File: src/rtl/hsvc_pkg.sv
`timescale 1ns / 1ps
// shared constants for the hsv to rgba8 converter
// used by hsvc_to_byte, hsv_to_rgba8_converter and the bench, depends on nothing
package hsvc_pkg;

    localparam int HUE_BITS_DEF       = 16;
    localparam int UNIT_FRAC_BITS_DEF = 15;

    localparam int IN_W     = 16;
    localparam int BYTE_W   = 8;
    localparam int SECTOR_W = 3;

    // color wheel sectors, each one sixth of a turn
    localparam logic [SECTOR_W-1:0] SECTOR_RED_YELLOW    = 3'd0;
    localparam logic [SECTOR_W-1:0] SECTOR_YELLOW_GREEN  = 3'd1;
    localparam logic [SECTOR_W-1:0] SECTOR_GREEN_CYAN    = 3'd2;
    localparam logic [SECTOR_W-1:0] SECTOR_CYAN_BLUE     = 3'd3;
    localparam logic [SECTOR_W-1:0] SECTOR_BLUE_MAGENTA  = 3'd4;

endpackage

File: src/rtl/hsv_to_rgba8_converter.sv
`timescale 1ns / 1ps
// hsv plus alpha to rgba8 conversion, five stage pipeline
// depends on hsvc_pkg and hsvc_to_byte
//
// Usage:
//   input channel  : i_in_valid / o_in_ready, payload i_hue, i_saturation,
//                    i_brightness, i_opacity
//   output channel : o_out_valid / i_out_ready, payload o_red, o_green,
//                    o_blue, o_alpha_out
//   Every input transfer gives exactly one output transfer, in order.
//   A pixel passes the stage 1 to stage 5 registers before o_out_valid.
//   Throughput is one pixel per clock while not stalled; the five pipeline registers each
//   hold one pixel, and the 16x16 channel multipliers sit in stage 4.
//   Each stage moves on when the stage after it is empty or moving, so
//   bubbles close up while the receiver stalls; o_in_ready drops only
//   when all five stages are full and i_out_ready is low.
//   Reset (i_rst_n low at a clock edge) empties all stages; nothing is
//   lost or repeated across a stall.
//   Saturation, brightness and opacity above 1.0 are clamped to 1.0.
//   Zero saturation gives grey with truncated scaling.
module hsv_to_rgba8_converter
    import hsvc_pkg::*;
#(
    parameter int HUE_BITS       = HUE_BITS_DEF,
    parameter int UNIT_FRAC_BITS = UNIT_FRAC_BITS_DEF
) (
    input  logic              i_clk,
    input  logic              i_rst_n,
    input  logic              i_in_valid,
    output logic              o_in_ready,
    input  logic [IN_W-1:0]   i_hue,
    input  logic [IN_W-1:0]   i_saturation,
    input  logic [IN_W-1:0]   i_brightness,
    input  logic [IN_W-1:0]   i_opacity,
    output logic              o_out_valid,
    input  logic              i_out_ready,
    output logic [BYTE_W-1:0] o_red,
    output logic [BYTE_W-1:0] o_green,
    output logic [BYTE_W-1:0] o_blue,
    output logic [BYTE_W-1:0] o_alpha_out
);

    localparam int HW = HUE_BITS;
    localparam int UF = UNIT_FRAC_BITS;
    localparam int UW = UF + 1;
    localparam int NW = 2 * UW;
    localparam int CW = (IN_W > UW) ? IN_W : UW;
    localparam int AW = UW + 8;
    localparam logic [CW-1:0] ONE_C   = CW'(1) << UF;
    localparam logic [UW-1:0] ONE     = UW'(1) << UF;
    localparam logic [AW-1:0] A_HALF  = AW'(1) << (UF - 1);
    localparam logic [UW+HW-1:0] H_HALF = (UW + HW)'(1) << (HW - 1);

    // stage handshake
    logic [5:1] r_vld;
    logic [5:1] w_adv;

    always_comb begin
        w_adv[5] = !r_vld[5] || i_out_ready;
        for (int k = 4; k >= 1; k--) begin
            w_adv[k] = !r_vld[k] || w_adv[k+1];
        end
    end

    always_ff @(posedge i_clk) begin
        if (!i_rst_n) begin
            r_vld <= '0;
        end else begin
            if (w_adv[1]) r_vld[1] <= i_in_valid;
            for (int k = 2; k <= 5; k++) begin
                if (w_adv[k]) r_vld[k] <= r_vld[k-1];
            end
        end
    end

    assign o_in_ready  = w_adv[1];
    assign o_out_valid = r_vld[5];

    // stage 1: clamp units, hue times six
    logic [HW-1:0]       n_hue;
    logic [HW+2:0]       n_hue6;
    logic [UW-1:0]       n_sat, n_val, n_alp;
    logic [CW-1:0]       n_sat_c, n_val_c, n_alp_c;

    assign n_hue   = HW'(i_hue);
    assign n_hue6  = {n_hue, 2'b00} + {1'b0, n_hue, 1'b0};
    assign n_sat_c = CW'(i_saturation);
    assign n_val_c = CW'(i_brightness);
    assign n_alp_c = CW'(i_opacity);
    assign n_sat   = (n_sat_c > ONE_C) ? ONE : n_sat_c[UW-1:0];
    assign n_val   = (n_val_c > ONE_C) ? ONE : n_val_c[UW-1:0];
    assign n_alp   = (n_alp_c > ONE_C) ? ONE : n_alp_c[UW-1:0];

    logic [SECTOR_W-1:0] r_s1_sector;
    logic [HW-1:0]       r_s1_frac;
    logic [UW-1:0]       r_s1_sat, r_s1_val, r_s1_alp;
    logic                r_s1_grey;

    always_ff @(posedge i_clk) begin
        if (w_adv[1]) begin
            r_s1_sector <= n_hue6[HW+2:HW];
            r_s1_frac   <= n_hue6[HW-1:0];
            r_s1_sat    <= n_sat;
            r_s1_val    <= n_val;
            r_s1_alp    <= n_alp;
            r_s1_grey   <= (n_sat == '0);
        end
    end

    // stage 2: s*f rounded, alpha and grey bytes
    logic [UW+HW-1:0] n_sf_prod;
    logic [AW-1:0]    n_val255, n_alp255, n_alp_rnd;

    assign n_sf_prod = (UW + HW)'(r_s1_sat) * (UW + HW)'(r_s1_frac) + H_HALF;
    assign n_val255  = {r_s1_val, 8'd0} - AW'(r_s1_val);
    assign n_alp255  = {r_s1_alp, 8'd0} - AW'(r_s1_alp);
    assign n_alp_rnd = n_alp255 + A_HALF;

    logic [SECTOR_W-1:0] r_s2_sector;
    logic [UW-1:0]       r_s2_sat, r_s2_val, r_s2_sf;
    logic                r_s2_grey;
    logic [BYTE_W-1:0]   r_s2_grey_byte, r_s2_alpha;

    always_ff @(posedge i_clk) begin
        if (w_adv[2]) begin
            r_s2_sector    <= r_s1_sector;
            r_s2_sat       <= r_s1_sat;
            r_s2_val       <= r_s1_val;
            r_s2_sf        <= n_sf_prod[UW+HW-1:HW];
            r_s2_grey      <= r_s1_grey;
            r_s2_grey_byte <= n_val255[UF+7:UF];
            r_s2_alpha     <= r_s1_grey ? n_alp255[UF+7:UF] : n_alp_rnd[UF+7:UF];
        end
    end

    // stage 3: the three channel factors 1-s, 1-sf, 1-(s-sf)
    logic [UW-1:0] n_sinv;
    assign n_sinv = (r_s2_sf > r_s2_sat) ? '0 : (r_s2_sat - r_s2_sf);

    logic [SECTOR_W-1:0] r_s3_sector;
    logic [UW-1:0]       r_s3_val, r_s3_x0, r_s3_x1, r_s3_x2;
    logic                r_s3_grey;
    logic [BYTE_W-1:0]   r_s3_grey_byte, r_s3_alpha;

    always_ff @(posedge i_clk) begin
        if (w_adv[3]) begin
            r_s3_sector    <= r_s2_sector;
            r_s3_val       <= r_s2_val;
            r_s3_x0        <= ONE - r_s2_sat;
            r_s3_x1        <= ONE - r_s2_sf;
            r_s3_x2        <= ONE - n_sinv;
            r_s3_grey      <= r_s2_grey;
            r_s3_grey_byte <= r_s2_grey_byte;
            r_s3_alpha     <= r_s2_alpha;
        end
    end

    // stage 4: channel products
    logic [SECTOR_W-1:0] r_s4_sector;
    logic [NW-1:0]       r_s4_n0, r_s4_n1, r_s4_n2, r_s4_full;
    logic                r_s4_grey;
    logic [BYTE_W-1:0]   r_s4_grey_byte, r_s4_alpha;

    always_ff @(posedge i_clk) begin
        if (w_adv[4]) begin
            r_s4_sector    <= r_s3_sector;
            r_s4_n0        <= NW'(r_s3_val) * NW'(r_s3_x0);
            r_s4_n1        <= NW'(r_s3_val) * NW'(r_s3_x1);
            r_s4_n2        <= NW'(r_s3_val) * NW'(r_s3_x2);
            r_s4_full      <= NW'(r_s3_val) << UF;
            r_s4_grey      <= r_s3_grey;
            r_s4_grey_byte <= r_s3_grey_byte;
            r_s4_alpha     <= r_s3_alpha;
        end
    end

    // stage 5: sector routing and byte scaling
    logic [NW-1:0]     n_rp, n_gp, n_bp;
    logic [BYTE_W-1:0] n_r8, n_g8, n_b8;

    always_comb begin
        n_rp = r_s4_full;
        n_gp = r_s4_full;
        n_bp = r_s4_full;
        case (r_s4_sector)
            SECTOR_RED_YELLOW: begin
                n_gp = r_s4_n2;
                n_bp = r_s4_n0;
            end
            SECTOR_YELLOW_GREEN: begin
                n_rp = r_s4_n1;
                n_bp = r_s4_n0;
            end
            SECTOR_GREEN_CYAN: begin
                n_rp = r_s4_n0;
                n_bp = r_s4_n2;
            end
            SECTOR_CYAN_BLUE: begin
                n_rp = r_s4_n0;
                n_gp = r_s4_n1;
            end
            SECTOR_BLUE_MAGENTA: begin
                n_rp = r_s4_n2;
                n_gp = r_s4_n0;
            end
            default: begin
                n_gp = r_s4_n0;
                n_bp = r_s4_n1;
            end
        endcase
    end

    hsvc_to_byte #(.UNIT_FRAC_BITS(UNIT_FRAC_BITS)) u_red_byte (
        .i_level (n_rp),
        .o_byte  (n_r8)
    );
    hsvc_to_byte #(.UNIT_FRAC_BITS(UNIT_FRAC_BITS)) u_green_byte (
        .i_level (n_gp),
        .o_byte  (n_g8)
    );
    hsvc_to_byte #(.UNIT_FRAC_BITS(UNIT_FRAC_BITS)) u_blue_byte (
        .i_level (n_bp),
        .o_byte  (n_b8)
    );

    logic [BYTE_W-1:0] r_s5_red, r_s5_green, r_s5_blue, r_s5_alpha;
    logic              r_s5_grey;

    always_ff @(posedge i_clk) begin
        if (w_adv[5]) begin
            r_s5_red   <= r_s4_grey ? r_s4_grey_byte : n_r8;
            r_s5_green <= r_s4_grey ? r_s4_grey_byte : n_g8;
            r_s5_blue  <= r_s4_grey ? r_s4_grey_byte : n_b8;
            r_s5_alpha <= r_s4_alpha;
            r_s5_grey  <= r_s4_grey;
        end
    end

    assign o_red       = r_s5_red;
    assign o_green     = r_s5_green;
    assign o_blue      = r_s5_blue;
    assign o_alpha_out = r_s5_alpha;

`ifndef SYNTHESIS
    a_reset_empties: assert property (@(posedge i_clk)
        !i_rst_n |=> !o_out_valid && o_in_ready)
        else $error("pipeline not empty after reset");

    a_grey_equal: assert property (@(posedge i_clk) disable iff (!i_rst_n)
        o_out_valid && r_s5_grey |-> o_red == o_green && o_green == o_blue)
        else $error("grey pixel with unequal channels");

    a_full_blocks: assert property (@(posedge i_clk) disable iff (!i_rst_n)
        (&r_vld) && !i_out_ready |-> !o_in_ready)
        else $error("transfer taken into a full stalled pipeline");

    a_stage_holds: assert property (@(posedge i_clk) disable iff (!i_rst_n)
        r_vld[3] && !w_adv[3] |=> r_vld[3])
        else $error("stalled stage dropped its pixel");
`endif

endmodule

File: src/rtl/hsvc_to_byte.sv
`timescale 1ns / 1ps
// scales a channel level with 2*UNIT_FRAC_BITS fraction bits to a byte,
// rounded half up; depends on hsvc_pkg
module hsvc_to_byte
    import hsvc_pkg::*;
#(
    parameter int UNIT_FRAC_BITS = UNIT_FRAC_BITS_DEF
) (
    input  logic [2*UNIT_FRAC_BITS+1:0] i_level,
    output logic [BYTE_W-1:0]           o_byte
);

    localparam int NW = 2 * UNIT_FRAC_BITS + 2;
    localparam int TW = NW + 8;
    localparam logic [TW-1:0] HALF = TW'(1) << (2 * UNIT_FRAC_BITS - 1);

    logic [TW-1:0] w_scaled;
    logic [9:0]    w_quot;

    // 255*n as (n << 8) - n, then round
    assign w_scaled = {i_level, 8'd0} - TW'(i_level) + HALF;
    assign w_quot   = w_scaled[TW-1:2*UNIT_FRAC_BITS];
    assign o_byte   = (w_quot > 10'd255) ? 8'd255 : w_quot[BYTE_W-1:0];

endmodule

File: config.mk
export PLATFORM = sky130hd
export DESIGN_NAME = hsv_to_rgba8_converter
export DESIGN_NICKNAME = d
export VERILOG_FILES = /design/src/rtl/hsvc_pkg.sv /design/src/rtl/hsv_to_rgba8_converter.sv /design/src/rtl/hsvc_to_byte.sv
export SDC_FILE = /design/constraint.sdc
export NUM_CORES = 2
export LEC_CHECK = 0
export BUFFER_PORTS_ARGS = -buffer_cell sky130_fd_sc_hd__clkbuf_2
export CAP_MARGIN = 20
export CORE_ASPECT_RATIO = 0.5
export CORE_UTILIZATION = 55
export DETAILED_ROUTE_END_ITERATION = 12
export PLACE_DENSITY = 0.68
export SYNTH_ARGS = -nofsm -noshare
export SYNTH_HDL_FRONTEND = slang
export SYNTH_SLANG_ARGS = --single-unit
export TNS_END_PERCENT = 20
File: constraint.sdc
create_clock -name i_clk -period 12.7 [get_ports i_clk]
set_input_delay 0.635 -clock i_clk [delete_from_list [all_inputs] [get_ports i_clk]]
set_output_delay 0.635 -clock i_clk [all_outputs]
set_load 0.03 [all_outputs]
After elaboration in Yosys (flattened, before gate mapping)
Cells that the tools add are included.

Bits in registers: 389. Input port bits: 68. Output and inout bits: 34. Word-level logic and storage cells: 96.

Add/subtract/negate cells: 15. Multiply operators: 4. Order comparisons: 7. Equal/unequal tests: 4. Muxes and demuxes: 12. Reductions and logical operators: 16.

Operators by type and width (count): case mux 32 bit (3 select lines) (3); multiplier 16 x 16 -> 32 bit (4); adder 40 x 30 -> 40 bit, second input constant (3); subtractor 40 x 32 -> 40 bit (3); two-way mux 8 bit (7); greater-than comparator 16 bit, second input constant (3); subtractor 16 bit, first input constant (3); subtractor 23 x 16 -> 23 bit (2); adder 32 x 16 -> 32 bit, second input constant (1); two-way mux 16 bit (2); greater-than comparator 10 x 8 -> 1 bit, second input constant (3); adder 23 x 15 -> 23 bit, second input constant (1); adder 18 x 17 -> 19 bit (1); greater-than comparator 16 bit (1); zero test 16 bit (1); subtractor 16 bit (1); OR reduction 2 bit (4); equality test 3 x 2 -> 1 bit, second input constant (2); zero test 1 bit (5); logical OR 1 bit (5); equality test 3 x 1 -> 1 bit, second input constant (1); equality test 3 bit, second input constant (1); zero test 3 bit (1).

Depth between registers and ports, before layout
Depth after elaboration: 8. Gate-level depth with buffers: 26. Depth with buffers taken out: 24.

Hierarchy
A second synthesis with hierarchy kept.

Cells, all modules: 5948. Area total of the unflattened synthesis: 56487.9 sq um.

Modules (own cells, without submodules): hsv_to_rgba8_converter (times used 1, cells an instance 5321, area each 51664.6 sq um); hsvc_to_byte (times used 3, cells an instance 209, area each 1607.8 sq um).

Worst setup path after synthesis
Ideal clock, no wire load.

Path kind: register to register. From: reg r_s3_val[10]. To: reg r_s4_n2[30], data pin. Library setup time: 0.257 ns. Arrival: 6.471 ns. Required time: 12.443 ns. Setup slack: 5.972 ns. Cell stages (with the launch flop): 24. Buffers on the path: 2. Period minus slack after synthesis: 6.728 ns. Path through: edfxtp_1 > clkbuf_1 > clkbuf_1 > nand2_1 > fa_1 > fa_1 > inv_1 > fa_1 > fa_1 > fa_1 > inv_1 > fa_1 > inv_1 > ha_1 > a21oi_1 > a21oi_1 > a2111o_1 > a221o_1 > o21ai_0 > a2111oi_0 > o21a_1 > o21a_1 > o41a_1 > xor2_1.

Cells in the longest elaborated chain, start to end: 1.

Ends and longest elaborated chain: start: declaration (line hsv_to_rgba8_converter.sv:141) `logic [UW-1:0] r_s3_val, r_s3_x0, r_s3_x1, r_s3_x2;`; start signal: assignment (line hsv_to_rgba8_converter.sv:148) `r_s3_val <= r_s2_val;`; multiplier 16 x 16 -> 32 bit (line hsv_to_rgba8_converter.sv:169) `r_s4_n2 <= NW'(r_s3_val) * NW'(r_s3_x2);`; end signal: assignment (line hsv_to_rgba8_converter.sv:169); end: declaration (line hsv_to_rgba8_converter.sv:160) `logic [NW-1:0] r_s4_n0, r_s4_n1, r_s4_n2, r_s4_full;`.

No other way between the ends. A chain may end at the register's enable or synchronous reset.

Worst setup path after layout
From: reg r_s3_val[8]. To: reg r_s4_n2[30], data pin.

The elaborated chain is that of the path after synthesis.

==> flow_summary.yaml <==
clocking:
  cts_buffers: 39
  post_cts_buffers: 0
  clk_pin_slew_ns: 0.07
  cts_htree_levels: 2
  cts_tree: "built"
  cts_resized: 0
  clockBufferDepth: 3
  clock_latency_ns: 0.63
  cts_sinks: 388
  ctsHoldBuffers: 0
  cts_root_buffer: "clkbuf_16"
cells_and_area:
  area.sequential_sq_um: 11600
  finalInstanceArea_sq_um: 57500
  layout-area-overhead-vs-synth_pct: 5.33
  drive_above_1_share_pct: 4.51
  fillers: 8426
  layout.nets: 7049
  multi_input_comb_area_sq_um: 38300
grt:
  grt_max_degree: 109
  antenna_found_initial: 10
  top_usage_layer: "met2"
  met1_usage_pct: 40.8
  grt_usage_pct: 28.9
  grtUsageMet3_pct: 6.29
  gr-total-overflow: 0
  grt_pass1_wl_mm: 225
  use_met2_pct: 45.7
  grt_pass1_vias: 41300
setup_path:
  crit_arrival_ns: 7.81
  endpoint_kind: "flip-flop"
  crit_top_cell: "fa_1"
  crit_path_start_kind: "flip-flop"
  slowest_stage: "buf_4"
  crit_type: "reg -> reg"
  critical_path.cell_chain: "buf_4 > nand2_1 > fa_1 > fa_1 > inv_1 > fa_1 > fa_1 > fa_1 > inv_1 > fa_1 > inv_1 > ha_1 > a21oi_1 > a21oi_1 > a2111o_1 > a221o_1 > o21ai_0 > a2111oi_0 > o21a_1 > o21a_1 > o41a_1 > xor2_1"
  cp_max_fo: 49
  cp_top_family: "adder cells"
  critPathRequiredTime_ns: 13.07
  worst-path-buf-inv: 4
  max_stage_delay_ns: 0.64
logic_synthesis:
  syn_avg_cell_area_sq_um: 9.67
  synthFlopType: "edfxtp_1"
  async_reset_ff_share_pct: 0
  synth_seq_cells: 388
  yosys_warnings: 0
  synth_nets: 7099
  synth.distinct_cells: 88
  synth_edf_count: 383
  yosysSeqAreaShare_pct: 21.2
  netlist_instances: 5645
  syn_area_sq_um: 54600
route:
  drt_first_pass_iters: 5
  routedWlPerCell_um: 20.4
  vias_per_cell: 5.69
  drc: 0
  drtIter0Drc: 3068
  ant_nets: 0
  drt-total-wl_mm: 142
  dr_total_vias: 39600
die:
  core_area_sq_um: 98000
  num_rows: 81
  die_y_um: 225
  start_util_pct: 55.7
  ios: 102
  dieArea_sq_um: 101000
  die_w_um: 448
placement:
  port_buffers: 101
  dpl-instance-area_sq_um: 56200
  gp_congestion: 0.917
  place_hpwl_mm: 109
timing:
  max_freq_mhz: 134
  tns_ns: 0
  hold_viol_final: 0
  finClkSkew_ns: 0.0439
  setup_viol: 0
  fin_crit_ns: 7.44
  slew_headroom_pct: 29.6
  drv_slew: 0
  worst_pin_slew_ns: 1.05
  finalCritPeriodShare_pct: 58.6
  rsz0062_at_grt: "no"
worst_hold_path:
  min_path_type: "in -> reg"
outcome:
  outcome: "finished clean"
flow_run:
  max_cap_viol_count: 0
-- Yosys cell counts (6+ instances only) --
cell type / n / share of area [%]
mux2_2: 21 / 0.43
nand4_1: 19 / 0.22
a22oi_1: 40 / 0.55
a21oi_1: 214 / 2.0
xor2_1: 51 / 0.82
nand2b_1: 39 / 0.45
o211ai_1: 19 / 0.26
a21o_1: 53 / 0.73
o21ai_0: 106 / 0.97
ha_1: 622 / 14
a221oi_1: 11 / 0.18
buf_1: 16 / 0.11
a41oi_1: 9 / 0.14
a31oi_1: 19 / 0.22
mux2i_1: 39 / 0.72
nor4_1: 26 / 0.30
o22ai_1: 8 / 0.092
clkbuf_1: 199 / 1.4
o31ai_1: 6 / 0.082
and2_1: 481 / 5.5
nand2_1: 668 / 4.6
nand4b_1: 6 / 0.096
or2_2: 10 / 0.11
buf_2: 6 / 0.055
fa_1: 764 / 28
o21bai_1: 20 / 0.28
o31a_1: 7 / 0.11
nor3b_1: 8 / 0.11
edfxtp_1: 383 / 21
or3_1: 15 / 0.17
o21a_1: 30 / 0.41
a211oi_1: 33 / 0.45
a31o_2: 8 / 0.13
inv_1: 1022 / 7.0
xnor2_1: 160 / 2.6
nor2_1: 164 / 1.1
nor2b_1: 92 / 1.1
nand3b_1: 6 / 0.082
a21boi_0: 6 / 0.082
nor3_1: 48 / 0.44
and3_1: 26 / 0.30
nand3_1: 69 / 0.63
-- final cells by class --
class	instances	share of cell area, %
inverters	1023	6.68
well taps	1328	2.89
clock buffers	42	1.72
multi-input cells	4010	66.6
diodes	2	0.00870
repair buffers	133	1.37
clock inverters	30	0.529
flip-flops and latches	388	20.2
-- flip-flops by register name (all words and copies together) (netlist names), 15 cells and up --
name / count
r_s1_alp: 16
r_s1_frac: 15
r_s1_sat: 16
r_s1_val: 16
r_s2_sat: 16
r_s2_sf: 16
r_s2_val: 16
r_s3_val: 16
r_s3_x0: 16
r_s3_x1: 16
r_s3_x2: 16
r_s4_full: 16
r_s4_n0: 32
r_s4_n1: 32
r_s4_n2: 32
-- placed cells by master, fill, tap and decap left out, drive strengths merged, types with 21 or more instances in the layout --
cell type,n
ha,622
and3,26
o21a,30
a21oi,214
nor2,166
nor2b,92
nand2,668
a211oi,33
edfxtp,383
mux2i,39
nor3,49
xor2,51
nor4,26
nand2b,39
mux2,21
and2,482
nand3,69
a22oi,40
clkbuf,143
o21ai,110
a21o,53
buf,32
fa,764
xnor2,160
inv,1028
-- layer usage --
| metal | vias to the layer above | part of all wire (%) | routed length [um] |
|---|---|---|---|
| met5 | - | 0.028 | 39 |
| met4 | 4 | 1.8 | 2580 |
| met3 | 182 | 9.8 | 13800 |
| met2 | 1551 | 45 | 63400 |
| met1 | 19800 | 44 | 61700 |
| li1 | 18000 | - | - |
-- metrics by stage --
stage	worst slack [ns]	hold slack, ns	util [%]	std cells
after floorplan	5.97	0.400	-	5645
after global placement	5.47	0.401	57.3	6880
after detailed placement	5.33	0.405	57.3	6881
after CTS	5.32	0.240	58.6	6953
after global routing	4.94	0.284	58.7	6954
final	5.26	0.271	58.7	6956
-- cells by family (layout without fill, tap and decap cells) --
| group | count (synthesis) | count (layout) | share of synthesized area (%) |
|---|---|---|---|
| mux | 60 | 60 | 1.15 |
| flops | 388 | 388 | 21.2 |
| compound gates | 652 | 652 | 7.75 |
| simple gates | 1701 | 1701 | 15.6 |
| xor+xnor | 211 | 211 | 3.38 |
| other cells | 0 | 2 | 0 |
| buf+inv | 1247 | 1228 | 8.61 |
| fa+ha+maj | 1386 | 1386 | 42.3 |
-- worst reg2reg max path, delay by kind of cell, from the launching register on --
kind | cells | cell delay [ns]
simple gates | 1 | 0.24
fa+ha+maj | 7 | 3.34
xor+xnor | 1 | 0.16
compound gates | 9 | 2.35
buf+inv | 4 | 0.80
flops | 1 | 0.33
-- path summary, 6_finish.rpt --
check,start,endpoint,slack [ns],cells after the start
setup / recovery,r_s3_val[8]$_DFFE_PP_,r_s4_n2[30]$_DFFE_PP_,5.26,22
hold / removal,i_in_valid,r_vld[1]$_SDFFE_PN0P_,0.27,3
setup reg to reg,r_s3_val[8]$_DFFE_PP_,r_s4_n2[30]$_DFFE_PP_,5.26,22
hold reg to reg,r_s4_alpha[1]$_DFFE_PP_,o_alpha_out[1]$_DFFE_PP_,0.42,0
Power is left out: the tool's default activity adds up to more than one toggle a clock period on the data nets, which glitch-free logic cannot reach.
